[src/sv/lkv_pkg.sv]
// Shared types and constants for the LRU key-value cache.
// No dependencies; used by lkv_ctrl, lkv_dp and lru_key_value_cache_unit.
package lkv_pkg;

  localparam int MAX_ENTRIES = 16;
  localparam int IDX_W       = (MAX_ENTRIES > 1) ? $clog2(MAX_ENTRIES) : 1;
  localparam int RANK_W      = IDX_W;
  localparam int OCC_W       = $clog2(MAX_ENTRIES + 1);

  localparam int KEY_W   = 32;
  localparam int VALUE_W = 32;
  localparam int LIMIT_W = 5;

  localparam logic [LIMIT_W-1:0] LIMIT_RESET = LIMIT_W'(16);
  localparam logic [VALUE_W-1:0] MISS_VALUE  = '1;  // -1

  typedef enum logic [1:0] {
    ST_IDLE,
    ST_MATCH,
    ST_DISPATCH,
    ST_INSERT
  } state_e;

  // Request kinds carried on the input tuser bit.
  typedef enum logic {
    REQ_LOOKUP = 1'b0,
    REQ_STORE  = 1'b1
  } req_type_e;

  // Controller to datapath.
  typedef struct packed {
    logic capture;   // latch incoming request
    logic match;     // register parallel key compare
    logic touch;     // make hit entry most recent
    logic write;     // overwrite hit entry data
    logic evict;     // drop least recent entry
    logic insert;    // place request in a free slot
    logic load_out;  // load result register
  } cmd_t;

  // Datapath to controller.
  typedef struct packed {
    logic is_store;
    logic hit;
    logic full;
    logic out_free;
  } status_t;

endpackage

[src/sv/lru_key_value_cache_unit.sv]
// Top level of the LRU key-value cache: stream ports, configuration port.
// Depends on lkv_pkg, lkv_ctrl and lkv_dp.
//
// Fully associative key-value cache of lkv_pkg::MAX_ENTRIES entries with
// least-recently-used replacement. A lookup (tuser = 0) returns one
// transaction on the master side: tuser = found, tdata = stored value, or
// tdata = -1 with found = 0 on a miss; a hit makes the entry most recent.
// A store (tuser = 1) returns nothing; it overwrites an existing key and makes
// it most recent, or inserts the key as most recent, first evicting the least
// recent entry once occupancy reaches the capacity limit. The limit register
// (cfg_we_i/cfg_wdata_i, reset 16) reads 0 as 1 and saturates at the entry
// count; lowering it below the current occupancy does not drop entries, it
// only makes every new-key store evict one. Write it only while idle.
// Sequencing: one request at a time, taken by the controller in turn. Every
// request passes through accept, registered key compare and update before
// the next accept; a store of a new key into a full cache adds a separate
// insertion step after the eviction. A lookup also waits in its update step
// while the previous result is still held on the master side. The result
// register decouples the two sides, so a new request is taken while a result
// waits. No clearing pass: valid bits and ranks reset at once.
module lru_key_value_cache_unit (
  input  logic                          clk_i,
  input  logic                          rst_ni,
  // configuration
  input  logic                          cfg_we_i,
  input  logic [lkv_pkg::LIMIT_W-1:0]   cfg_wdata_i,   // capacity_limit
  // request stream
  input  logic                          s_axis_tvalid,
  output logic                          s_axis_tready,
  input  logic [63:0]                   s_axis_tdata,  // [31:0] req_key, [63:32] req_value
  input  logic                          s_axis_tuser,  // [0] req_type
  // result stream
  output logic                          m_axis_tvalid,
  input  logic                          m_axis_tready,
  output logic [31:0]                   m_axis_tdata,  // [31:0] read_value
  output logic                          m_axis_tuser   // [0] found
);

  lkv_pkg::cmd_t    cmd;
  lkv_pkg::status_t status;

  lkv_ctrl u_ctrl (
    .clk_i      (clk_i),
    .rst_ni     (rst_ni),
    .in_valid_i (s_axis_tvalid),
    .in_ready_o (s_axis_tready),
    .status_i   (status),
    .cmd_o      (cmd)
  );

  lkv_dp u_dp (
    .clk_i       (clk_i),
    .rst_ni      (rst_ni),
    .cmd_i       (cmd),
    .status_o    (status),
    .cfg_we_i    (cfg_we_i),
    .cfg_wdata_i (cfg_wdata_i),
    .req_type_i  (s_axis_tuser),
    .req_key_i   (s_axis_tdata[31:0]),
    .req_value_i (s_axis_tdata[63:32]),
    .out_valid_o (m_axis_tvalid),
    .out_ready_i (m_axis_tready),
    .out_found_o (m_axis_tuser),
    .out_value_o (m_axis_tdata)
  );

endmodule

[src/sv/lkv_ctrl.sv]
// Sequencing state machine for the LRU key-value cache.
// Depends on lkv_pkg; drives lkv_dp through cmd_t and reads status_t.
module lkv_ctrl (
  input  logic             clk_i,
  input  logic             rst_ni,
  input  logic             in_valid_i,
  output logic             in_ready_o,
  input  lkv_pkg::status_t status_i,
  output lkv_pkg::cmd_t    cmd_o
);

  lkv_pkg::state_e state_q, state_d;

  always_ff @(posedge clk_i or negedge rst_ni) begin
    if (!rst_ni) begin
      state_q <= lkv_pkg::ST_IDLE;
    end else begin
      state_q <= state_d;
    end
  end

  always_comb begin
    state_d    = state_q;
    cmd_o      = '0;
    in_ready_o = 1'b0;
    case (state_q)
      lkv_pkg::ST_IDLE: begin
        in_ready_o = 1'b1;
        if (in_valid_i) begin
          cmd_o.capture = 1'b1;
          state_d       = lkv_pkg::ST_MATCH;
        end
      end
      lkv_pkg::ST_MATCH: begin
        cmd_o.match = 1'b1;
        state_d     = lkv_pkg::ST_DISPATCH;
      end
      lkv_pkg::ST_DISPATCH: begin
        if (!status_i.is_store) begin
          // lookup waits here until the result register can take it
          if (status_i.out_free) begin
            cmd_o.load_out = 1'b1;
            cmd_o.touch    = status_i.hit;
            state_d        = lkv_pkg::ST_IDLE;
          end
        end else if (status_i.hit) begin
          cmd_o.touch = 1'b1;
          cmd_o.write = 1'b1;
          state_d     = lkv_pkg::ST_IDLE;
        end else if (status_i.full) begin
          cmd_o.evict = 1'b1;
          state_d     = lkv_pkg::ST_INSERT;
        end else begin
          cmd_o.insert = 1'b1;
          state_d      = lkv_pkg::ST_IDLE;
        end
      end
      lkv_pkg::ST_INSERT: begin
        cmd_o.insert = 1'b1;
        state_d      = lkv_pkg::ST_IDLE;
      end
      default: begin
        state_d = lkv_pkg::ST_IDLE;
      end
    endcase
  end

endmodule

[src/sv/lkv_dp.sv]
// Datapath of the LRU key-value cache: entry store, recency ranks, result register.
// Depends on lkv_pkg; commanded by lkv_ctrl.
module lkv_dp (
  input  logic                          clk_i,
  input  logic                          rst_ni,
  input  lkv_pkg::cmd_t                 cmd_i,
  output lkv_pkg::status_t              status_o,
  input  logic                          cfg_we_i,
  input  logic [lkv_pkg::LIMIT_W-1:0]   cfg_wdata_i,
  input  logic                          req_type_i,
  input  logic [lkv_pkg::KEY_W-1:0]     req_key_i,
  input  logic [lkv_pkg::VALUE_W-1:0]   req_value_i,
  output logic                          out_valid_o,
  input  logic                          out_ready_i,
  output logic                          out_found_o,
  output logic [lkv_pkg::VALUE_W-1:0]   out_value_o
);

  localparam int N = lkv_pkg::MAX_ENTRIES;

  logic                          req_store_q;
  logic [lkv_pkg::KEY_W-1:0]     req_key_q;
  logic [lkv_pkg::VALUE_W-1:0]   req_value_q;
  logic [lkv_pkg::LIMIT_W-1:0]   limit_q;

  logic [N-1:0]                  valid_q, valid_d;
  logic [lkv_pkg::KEY_W-1:0]     key_q   [N];
  logic [lkv_pkg::VALUE_W-1:0]   data_q  [N];
  logic [lkv_pkg::RANK_W-1:0]    rank_q  [N];
  logic [lkv_pkg::RANK_W-1:0]    rank_d  [N];
  logic [lkv_pkg::OCC_W-1:0]     occ_q, occ_d;

  logic [N-1:0]                  match_vec, hit_vec_q;
  logic [lkv_pkg::IDX_W-1:0]     match_idx, hit_idx_q;
  logic                          hit_q;

  logic [N-1:0]                  victim_vec;
  logic [lkv_pkg::IDX_W-1:0]     free_idx;
  logic [lkv_pkg::RANK_W-1:0]    hit_rank, oldest_rank;
  logic [lkv_pkg::OCC_W-1:0]     eff_limit;

  logic                          out_valid_q, out_found_q;
  logic [lkv_pkg::VALUE_W-1:0]   out_value_q;

  // parallel compare, keys among valid entries are unique
  always_comb begin
    match_idx = '0;
    for (int i = 0; i < N; i++) begin
      match_vec[i] = valid_q[i] && (key_q[i] == req_key_q);
      if (match_vec[i]) match_idx = lkv_pkg::IDX_W'(i);
    end
  end

  // lowest free slot
  always_comb begin
    free_idx = '0;
    for (int i = N - 1; i >= 0; i--) begin
      if (!valid_q[i]) free_idx = lkv_pkg::IDX_W'(i);
    end
  end

  // valid ranks are always 0 .. occ-1, so the oldest holds occ-1
  assign oldest_rank = lkv_pkg::RANK_W'(occ_q - lkv_pkg::OCC_W'(1));
  always_comb begin
    for (int i = 0; i < N; i++) begin
      victim_vec[i] = valid_q[i] && (rank_q[i] == oldest_rank);
    end
  end

  assign hit_rank = rank_q[hit_idx_q];

  always_comb begin
    if (limit_q == '0) begin
      eff_limit = lkv_pkg::OCC_W'(1);
    end else if (int'(limit_q) > N) begin
      eff_limit = lkv_pkg::OCC_W'(N);
    end else begin
      eff_limit = lkv_pkg::OCC_W'(limit_q);
    end
  end

  always_comb begin
    valid_d = valid_q;
    occ_d   = occ_q;
    for (int i = 0; i < N; i++) begin
      rank_d[i] = rank_q[i];
      if (cmd_i.touch) begin
        if (valid_q[i] && (rank_q[i] < hit_rank)) begin
          rank_d[i] = rank_q[i] + lkv_pkg::RANK_W'(1);
        end
        if (lkv_pkg::IDX_W'(i) == hit_idx_q) rank_d[i] = '0;
      end
      if (cmd_i.evict && victim_vec[i]) begin
        valid_d[i] = 1'b0;
        rank_d[i]  = '0;
      end
      if (cmd_i.insert) begin
        if (valid_q[i]) rank_d[i] = rank_q[i] + lkv_pkg::RANK_W'(1);
        if (lkv_pkg::IDX_W'(i) == free_idx) begin
          valid_d[i] = 1'b1;
          rank_d[i]  = '0;
        end
      end
    end
    if (cmd_i.evict)  occ_d = occ_q - lkv_pkg::OCC_W'(1);
    if (cmd_i.insert) occ_d = occ_q + lkv_pkg::OCC_W'(1);
  end

  always_ff @(posedge clk_i or negedge rst_ni) begin
    if (!rst_ni) begin
      valid_q     <= '0;
      occ_q       <= '0;
      limit_q     <= lkv_pkg::LIMIT_RESET;
      hit_q       <= 1'b0;
      hit_vec_q   <= '0;
      out_valid_q <= 1'b0;
      for (int i = 0; i < N; i++) rank_q[i] <= '0;
    end else begin
      valid_q <= valid_d;
      occ_q   <= occ_d;
      for (int i = 0; i < N; i++) rank_q[i] <= rank_d[i];
      if (cfg_we_i) limit_q <= cfg_wdata_i;
      if (cmd_i.match) begin
        hit_q     <= |match_vec;
        hit_vec_q <= match_vec;
      end
      if (cmd_i.load_out) begin
        out_valid_q <= 1'b1;
      end else if (out_ready_i) begin
        out_valid_q <= 1'b0;
      end
    end
  end

  // payload registers
  always_ff @(posedge clk_i) begin
    if (cmd_i.capture) begin
      req_store_q <= req_type_i;
      req_key_q   <= req_key_i;
      req_value_q <= req_value_i;
    end
    if (cmd_i.match) hit_idx_q <= match_idx;
    if (cmd_i.write) data_q[hit_idx_q] <= req_value_q;
    if (cmd_i.insert) begin
      key_q[free_idx]  <= req_key_q;
      data_q[free_idx] <= req_value_q;
    end
    if (cmd_i.load_out) begin
      out_found_q <= hit_q;
      out_value_q <= hit_q ? data_q[hit_idx_q] : lkv_pkg::MISS_VALUE;
    end
  end

  assign status_o.is_store = (req_store_q == lkv_pkg::REQ_STORE);
  assign status_o.hit      = hit_q;
  assign status_o.full     = (occ_q >= eff_limit);
  assign status_o.out_free = !out_valid_q || out_ready_i;

  assign out_valid_o = out_valid_q;
  assign out_found_o = out_found_q;
  assign out_value_o = out_value_q;

  a_occ_matches_valid: assert property (@(posedge clk_i) disable iff (!rst_ni)
    $countones(valid_q) == int'(occ_q))
    else $error("occupancy out of step with valid bits");

  a_hit_unique: assert property (@(posedge clk_i) disable iff (!rst_ni)
    $onehot0(hit_vec_q))
    else $error("key present in more than one entry");

  a_evict_one: assert property (@(posedge clk_i) disable iff (!rst_ni)
    cmd_i.evict |-> $onehot(victim_vec))
    else $error("eviction without a single oldest entry");

  a_load_when_free: assert property (@(posedge clk_i) disable iff (!rst_ni)
    cmd_i.load_out |-> (!out_valid_q || out_ready_i))
    else $error("result register overwritten before taken");

endmodule
[config.mk]
export PLATFORM = sky130hd
export DESIGN_NAME = lru_key_value_cache_unit
export DESIGN_NICKNAME = d
export VERILOG_FILES = /design/src/sv/lkv_pkg.sv /design/src/sv/lru_key_value_cache_unit.sv /design/src/sv/lkv_ctrl.sv /design/src/sv/lkv_dp.sv
export SDC_FILE = /design/constraint.sdc
export NUM_CORES = 2
export LEC_CHECK = 0
export BUFFER_PORTS_ARGS = -buffer_cell sky130_fd_sc_hd__buf_2
export CAP_MARGIN = 20
export CORE_MARGIN = 5
export CORE_UTILIZATION = 52
export CTS_BUF_LIST = sky130_fd_sc_hd__clkbuf_4 sky130_fd_sc_hd__clkbuf_8
export CTS_CLUSTER_SIZE = 20
export DETAILED_ROUTE_END_ITERATION = 8
export PLACE_DENSITY = 0.8
export SETUP_SLACK_MARGIN = 0.3
export SYNTH_ARGS = -nofsm -noshare
export SYNTH_HDL_FRONTEND = slang
export SYNTH_HIERARCHICAL = 1
export SYNTH_SLANG_ARGS = --single-unit
[constraint.sdc]
create_clock -name clk_i -period 11.9 [get_ports clk_i]
set_input_delay 1.785 -clock clk_i [delete_from_list [all_inputs] [get_ports clk_i]]
set_output_delay 1.785 -clock clk_i [all_outputs]
set_load 0.02 [all_outputs]
Word-level counts from Yosys, hierarchy flattened
Memories as Yosys holds them, arrays and structs flattened. A register that Yosys moved wholly into a read port is not among the register bits.
Cells that the tools add are included.
{ "word_totals": {"register_bits": 164, "mem_bits_rw": 1024, "inputBits": 75, "output_inout_bits": 35, "word_cells": 444, "memories": 2} }
{ "mem_list": {"columns": ["memory", "words", "word_bits", "read_ports", "rd_ports_with_merged_regs", "wr", "line_no", "rtl"], "rows": [
  ["u_dp.data_q", 16, 32, 1, 1, 1, "lkv_dp.sv:28", "logic [lkv_pkg::VALUE_W-1:0] data_q [N];"],
  ["u_dp.key_q", 16, 32, 16, 0, 1, "lkv_dp.sv:27", "logic [lkv_pkg::KEY_W-1:0] key_q [N];"]
]} }
{ "op_classes": {"n_addsub": 18, "order_cmp": 19, "eq_ne": 67, "mux": 228, "bitwise": 1, "reduce_logical": 79} }
{ "op_table": {"columns": ["op", "n"], "rows": [
  ["$mux W4", 137],
  ["$eq A32 B32 Y1", 16],
  ["$mux W1", 68],
  ["$add A4 B1 Y4 const B", 16],
  ["$eq A4 B4 Y1", 16],
  ["$eq A4 B4 Y1 const A", 16],
  ["$logic_and A1 B1 Y1", 64],
  ["$lt A4 B4 Y1", 16],
  ["$eq A3 B4 Y1 const A", 8],
  ["$mux W32", 1],
  ["$reduce_or A32 Y1", 1],
  ["$mux W5", 4],
  ["$mux W2", 9],
  ["$mux W3", 6],
  ["$bmux W4 S4", 1],
  ["$eq A2 B4 Y1 const A", 4],
  ["$reduce_or A16 Y1", 1],
  ["$eq A1 B4 Y1 const A", 2],
  ["$logic_not A4 Y1", 2],
  ["$pmux W2 S4", 1],
  ["$reduce_or A8 Y1", 1],
  ["$add A5 B1 Y5 const B", 1],
  ["$ge A5 B5 Y1", 1],
  ["$ge A5 B5 Y1 const B", 1],
  ["other kinds (16)", 19]
]} }

Depth between registers and ports, before layout
{ "depth": {"depth_word": 19, "ltp_mapped": 22, "mapped_depth_nobuf": 21} }

Cells and area by module
The synthesis kept the hierarchy.
{ "by_module_without_submodules": {"columns": ["module", "instances", "cells_per_inst", "area_each_um2", "seq_area_each_um2"], "rows": [
  ["lkv_dp", 1, 3077, 51810.9, 36115.9],
  ["lkv_ctrl", 1, 18, 175.2, 50.0]
]} }

Worst setup path after synthesis
No wires, ideal clock.
{ "synth_timing": {"kind": "reg-to-reg", "from": "register u_dp/occ_q[0] (netlist name)", "to": "memory u_dp/key_q[7][0] (netlist name) (enable)", "setup_ns": 0.473, "t_arrival_ns": 5.971, "required_time_ns": 11.427, "slack_ns": 5.456, "path_stages_with_launch": 19, "n_path_buf": 3, "synth_period_minus_slack_ns": 6.444, "path_cell_list": "dfrtp_1 buf_2 buf_1 inv_1 ha_1 nand2b_1 a21o_1 a21oi_1 nor2b_1 o21ai_0 nand2b_1 nor3b_1 o21a_1 clkbuf_1 nand2_1 or3_1 nand2b_1 nor3_1 a21boi_0"} }
{ "synth_lines": {"columns": ["item", "line_no", "rtl"], "rows": [
  ["start, declared", "lkv_dp.sv:31", "logic [lkv_pkg::OCC_W-1:0] occ_q, occ_d;"],
  ["start signal, assigned", "lkv_dp.sv:112", "occ_q <= '0;"],
  ["start signal, assigned", "lkv_dp.sv:120", "occ_q <= occ_d;"],
  ["end, declared", "lkv_dp.sv:27", null]
]} }

==> summary.md <==
| Metric | Value |
|---|---|
| CTS tree | `built` |
| Nets | `around 3500` |
| Comb power frac | `0.194` |
| Main synth FF type | `edfxtp_1` |
| Chip Width | `326 microns` |
| Register area share after synthesis | `0.696` |
| Rel. slew slack | `0.232` |
| Core area | `between 0.09 and 0.1 sq mm` |
| RePlAce Congestion | `0.911` |
| Hold path start | `u_dp/occ_q[4]$_DFFE_PN0P_` |
| Dpl cell area | `between 0.05 and 0.06 sq mm` |
| Syn avg cell area | `roughly 17 sq um` |
| EDFF count, synth | `approximately 1100` |
| Input/output buffers | `109` |
| Startpoint Class | `register` |
| Setup slack, reg-to-reg | `slightly below 6 ns` |
| Fin crit period | `between 5 and 6 ns` |
| Endpoint class of the critical path | `register` |
| Sw Pwr | `about 3.1 mW` |
| Rows | `116` |
| Worst hold path stage count | `1` |
| Initial DRC Count | `between 3000 and 4000` |
| Async SR Flop Fraction | `0.0770` |
| Clock Skew | `0.0621 ns` |
| DR vias | `roughly 29000` |
| Syn Inst Count | `3095` |
| Placed cells | `about 4400` |
| Mapped Nets | `~3200` |
| Die height | `326 microns` |
| Initial antenna violation count | `4` |
| Critical path fanouts, max | `35` |
| Drt wl/cell | `between 20 and 30 microns` |
| CP Class | `reg2reg` |
| Final Instance Area | `a little under 0.06 sq mm` |
| Post-synth cell types | `71` |
| Hold Fails Final Rpt | `0` |
| Hpwl dp | `between 60 and 70 mm` |
| CTS-repair resized insts | `0` |
| Non-Filler Instances | `approximately 4800` |
| Hold bufs inserted after CTS | `0` |
| CTS Buf Count | `185` |
| Global route overflow | `0` |
| Root buffer cell | `clkbuf_8` |
| Drt pass-1 iters | `5` |
| RSZ-0062 raised after global routing | `false` |
| YS warnings | `6` |
| Synthesized cell area | `around 0.052 sq mm` |
| Critical path data required time | `12.39 ns` |
| Setup Buffers After CTS | `0` |
| DR DRC count | `0` |
| Largest net degree at the start of global routing | `about 160` |
| Max-slew violations | `0` |
| Register share of total power | `0.488` |
| Internal cell power | `about 7.6 mW` |
| Max-cap violations | `0` |
| Vias/cell | `6.03` |
| Boundary Pins | `110` |
| Syn-to-layout area delta | `11.9%` |
| Worst-case clock buffer depth | `3` |
| Pwr Density | `around 180 mW/mm^2` |
| Worst-Skew Late Latency | `0.90 ns` |
| Clk slew on worst S/H paths | `~0.060 ns` |
| CTS sink count | `1220` |
| Slowest stage delay, CP | `slightly below 0.9 ns` |
| R2r endpoint | `u_dp/data_q[11][18]$_DFFE_PP_` |
| Max Clock Freq | `between 150 and 200 MHz` |
| Clock Power Share | `0.317` |
| R2R cell count | `18` |
| Most used cell, CP | `nand2b_1` |
| Crit path cell chain | `buf_4 -> inv_1 -> ha_1 -> nand2b_1 -> a21o_1 -> a21oi_1 -> nor2b_1 -> o21ai_0 -> nand2b_1 -> nor3b_1 -> o21a_1 -> buf_4 -> nand2_1 -> or3_1 -> or2_2 -> nand2b_1 -> nor2_4 -> a21o_2` |
| #FFs+latches synth | `1220` |
| Final ANT Viol Nets | `0` |
| Worst Max-Slew Pin Slew | `between 1 and 1.5 ns` |
| Post-Route WL | `between 100 and 150 mm` |
| Die Area | `approximately 0.11 sq mm` |
| Hold Crit Class | `reg2reg` |
| Sw Ratio | `0.289` |
| Htree depth | `4` |
| Critical path arrival | `about 6.5 ns` |
| Critical Path Source | `u_dp/occ_q[0]$_DFFE_PN0P_` |
| Peak VDD IR | `roughly 0.15 mV` |
| Initial core utilization | `0.521` |
| Status | `finished clean` |
| Setup TNS | `0 ns` |
| Tcrit/Tclk final | `0.502` |
| R2R Path Start | `u_dp/occ_q[0]$_DFFE_PN0P_` |
| Hold path endpoint | `u_dp/occ_q[4]$_DFFE_PN0P_` |
| Global Route Usage Sum | `0.228` |
| Share of post-route cells with drive strength above 1 | `0.202` |
| Vias in the first global route | `29000` |
| Final setup viols | `0` |
| First-pass GRT wire length | `around 180 mm` |
| Critical-path top delay cell | `a21o_2` |
| P_leak | `19.0 nW` |
-- how the worst max path moves through the flow --
stage,endpoint,cells after the start
after detailed placement,u_dp/data_q[11][18]$_DFFE_PP_,18
after global placement,u_dp/data_q[11][25]$_DFFE_PP_,18
after global routing,u_dp/data_q[11][7]$_DFFE_PP_,18
final,u_dp/data_q[11][18]$_DFFE_PP_,18
after floorplan,u_dp/key_q[7][0]$_DFFE_PP_,18
after CTS,u_dp/data_q[11][11]$_DFFE_PP_,18
-- per-stage QoR --
stage | hold slack [ns] | power, mW | setup WS (ns) | util
final | 0.476 | 10.7 | 5.93 | 0.584
after global routing | 0.512 | 11.2 | 5.51 | 0.584
after CTS | 0.488 | 10.8 | 5.96 | 0.582
after detailed placement | 0.476 | 7.38 | 5.99 | 0.546
after global placement | 0.474 | 7.32 | 6.04 | 0.545
after floorplan | 0.450 | 6.69 | 5.46 | -
-- power groups by stage --
| stage | clock [mW] | sequential [mW] | combinational, mW |
|---|---|---|---|
| final | 3.40 | 5.23 | 2.08 |
| after global routing | 3.68 | 5.25 | 2.24 |
| after CTS | 3.47 | 5.23 | 2.08 |
| after detailed placement | 0 | 5.32 | 2.06 |
| after global placement | 0 | 5.30 | 2.02 |
| after floorplan | 0 | 5.26 | 1.43 |
-- cells by family (layout without fill, tap and decap cells) --
logic type | count (synthesis) | after routing | share of synthesized area
XOR/XNOR | 599 | 599 | 0.101
other | 0 | 2 | 0
AND/OR/NAND/NOR | 601 | 601 | 0.0617
flip-flops | 1220 | 1220 | 0.696
AO/OA/AOI/OAI | 231 | 231 | 0.0305
adder cells (fa/ha/maj) | 71 | 71 | 0.0171
buffers and inverters | 179 | 546 | 0.0133
multiplexers | 194 | 194 | 0.0807
-- cells in the mapped netlist, types with 60 or more instances --
master | n | area, sq um
nor4_1 | 60 | 375
dfrtp_1 | 93 | 2330
clkbuf_1 | 112 | 420
edfxtp_1 | 1126 | 33800
nor2_1 | 74 | 278
nand3_1 | 75 | 375
mux4_2 | 179 | 4030
xor2_1 | 204 | 1790
xnor2_1 | 394 | 3450
nand4_1 | 106 | 663
ha_1 | 71 | 888
nand2_1 | 128 | 480
-- flip-flops by register name (all words and copies together), names as in the netlist, 5 cells and up --
name,flops
u_dp/rank_q,64
u_dp/data_q,512
u_dp/occ_q,5
u_dp/out_value_o,32
u_dp/req_value_q,32
u_dp/valid_q,16
u_dp/key_q,512
u_dp/req_key_q,32
u_dp/limit_q,5
-- metal layers --
| metal | wire, microns | share of wire | vias to the layer above | track usage |
|---|---|---|---|---|
| met5 | 0 | 0 | - | 0 |
| met4 | 4250 | 0.035 | 0 | 0.0853 |
| met3 | 11200 | 0.092 | 244 | 0.0474 |
| met2 | 58800 | 0.48 | 1501 | 0.367 |
| met1 | 47300 | 0.39 | 14500 | 0.312 |
| li1 | - | - | 12400 | - |
-- cells in the final DEF, fill, tap and decap left out, types with 32 or more instances in the layout --
cell      Yosys  final
mux4_2      179    179
inv_1        32     32
a21oi_1      32     32
buf_4         3     72
ha_1         71     71
clkbuf_8      0    189
clkinv_1      0     45
nand3_1      75     75
nor4_1       60     60
clkbuf_4      0     57
xnor2_1     394    394
nand2_1     128    126
o21ai_0      51     48
xor2_1      204    203
nor2_1       74     64
edfxtp_1   1126   1126
nand4_1     106    106
buf_2         5    108
dfrtp_1      93     92
nand2b_1     53     53
-- cell type report --
cell class,count,area [sq um]
antenna,2,5.00
clock buffer,246,3030
clock inverter,80,646
fill,7009,41500
inverter,32,120
multi-input combinational,1696,15300
sequential,1220,36200
tap,1298,1620
timing repair buffer,188,1250
-- critical path, delay by kind of cell, from the launching register on --
kind,cells,cell delay [ns]
fa+ha+maj,1,0.30
compound gates,5,1.45
flops,1,0.31
buf+inv,3,0.84
simple gates,9,2.64
(Power assumes the default switching activity.)
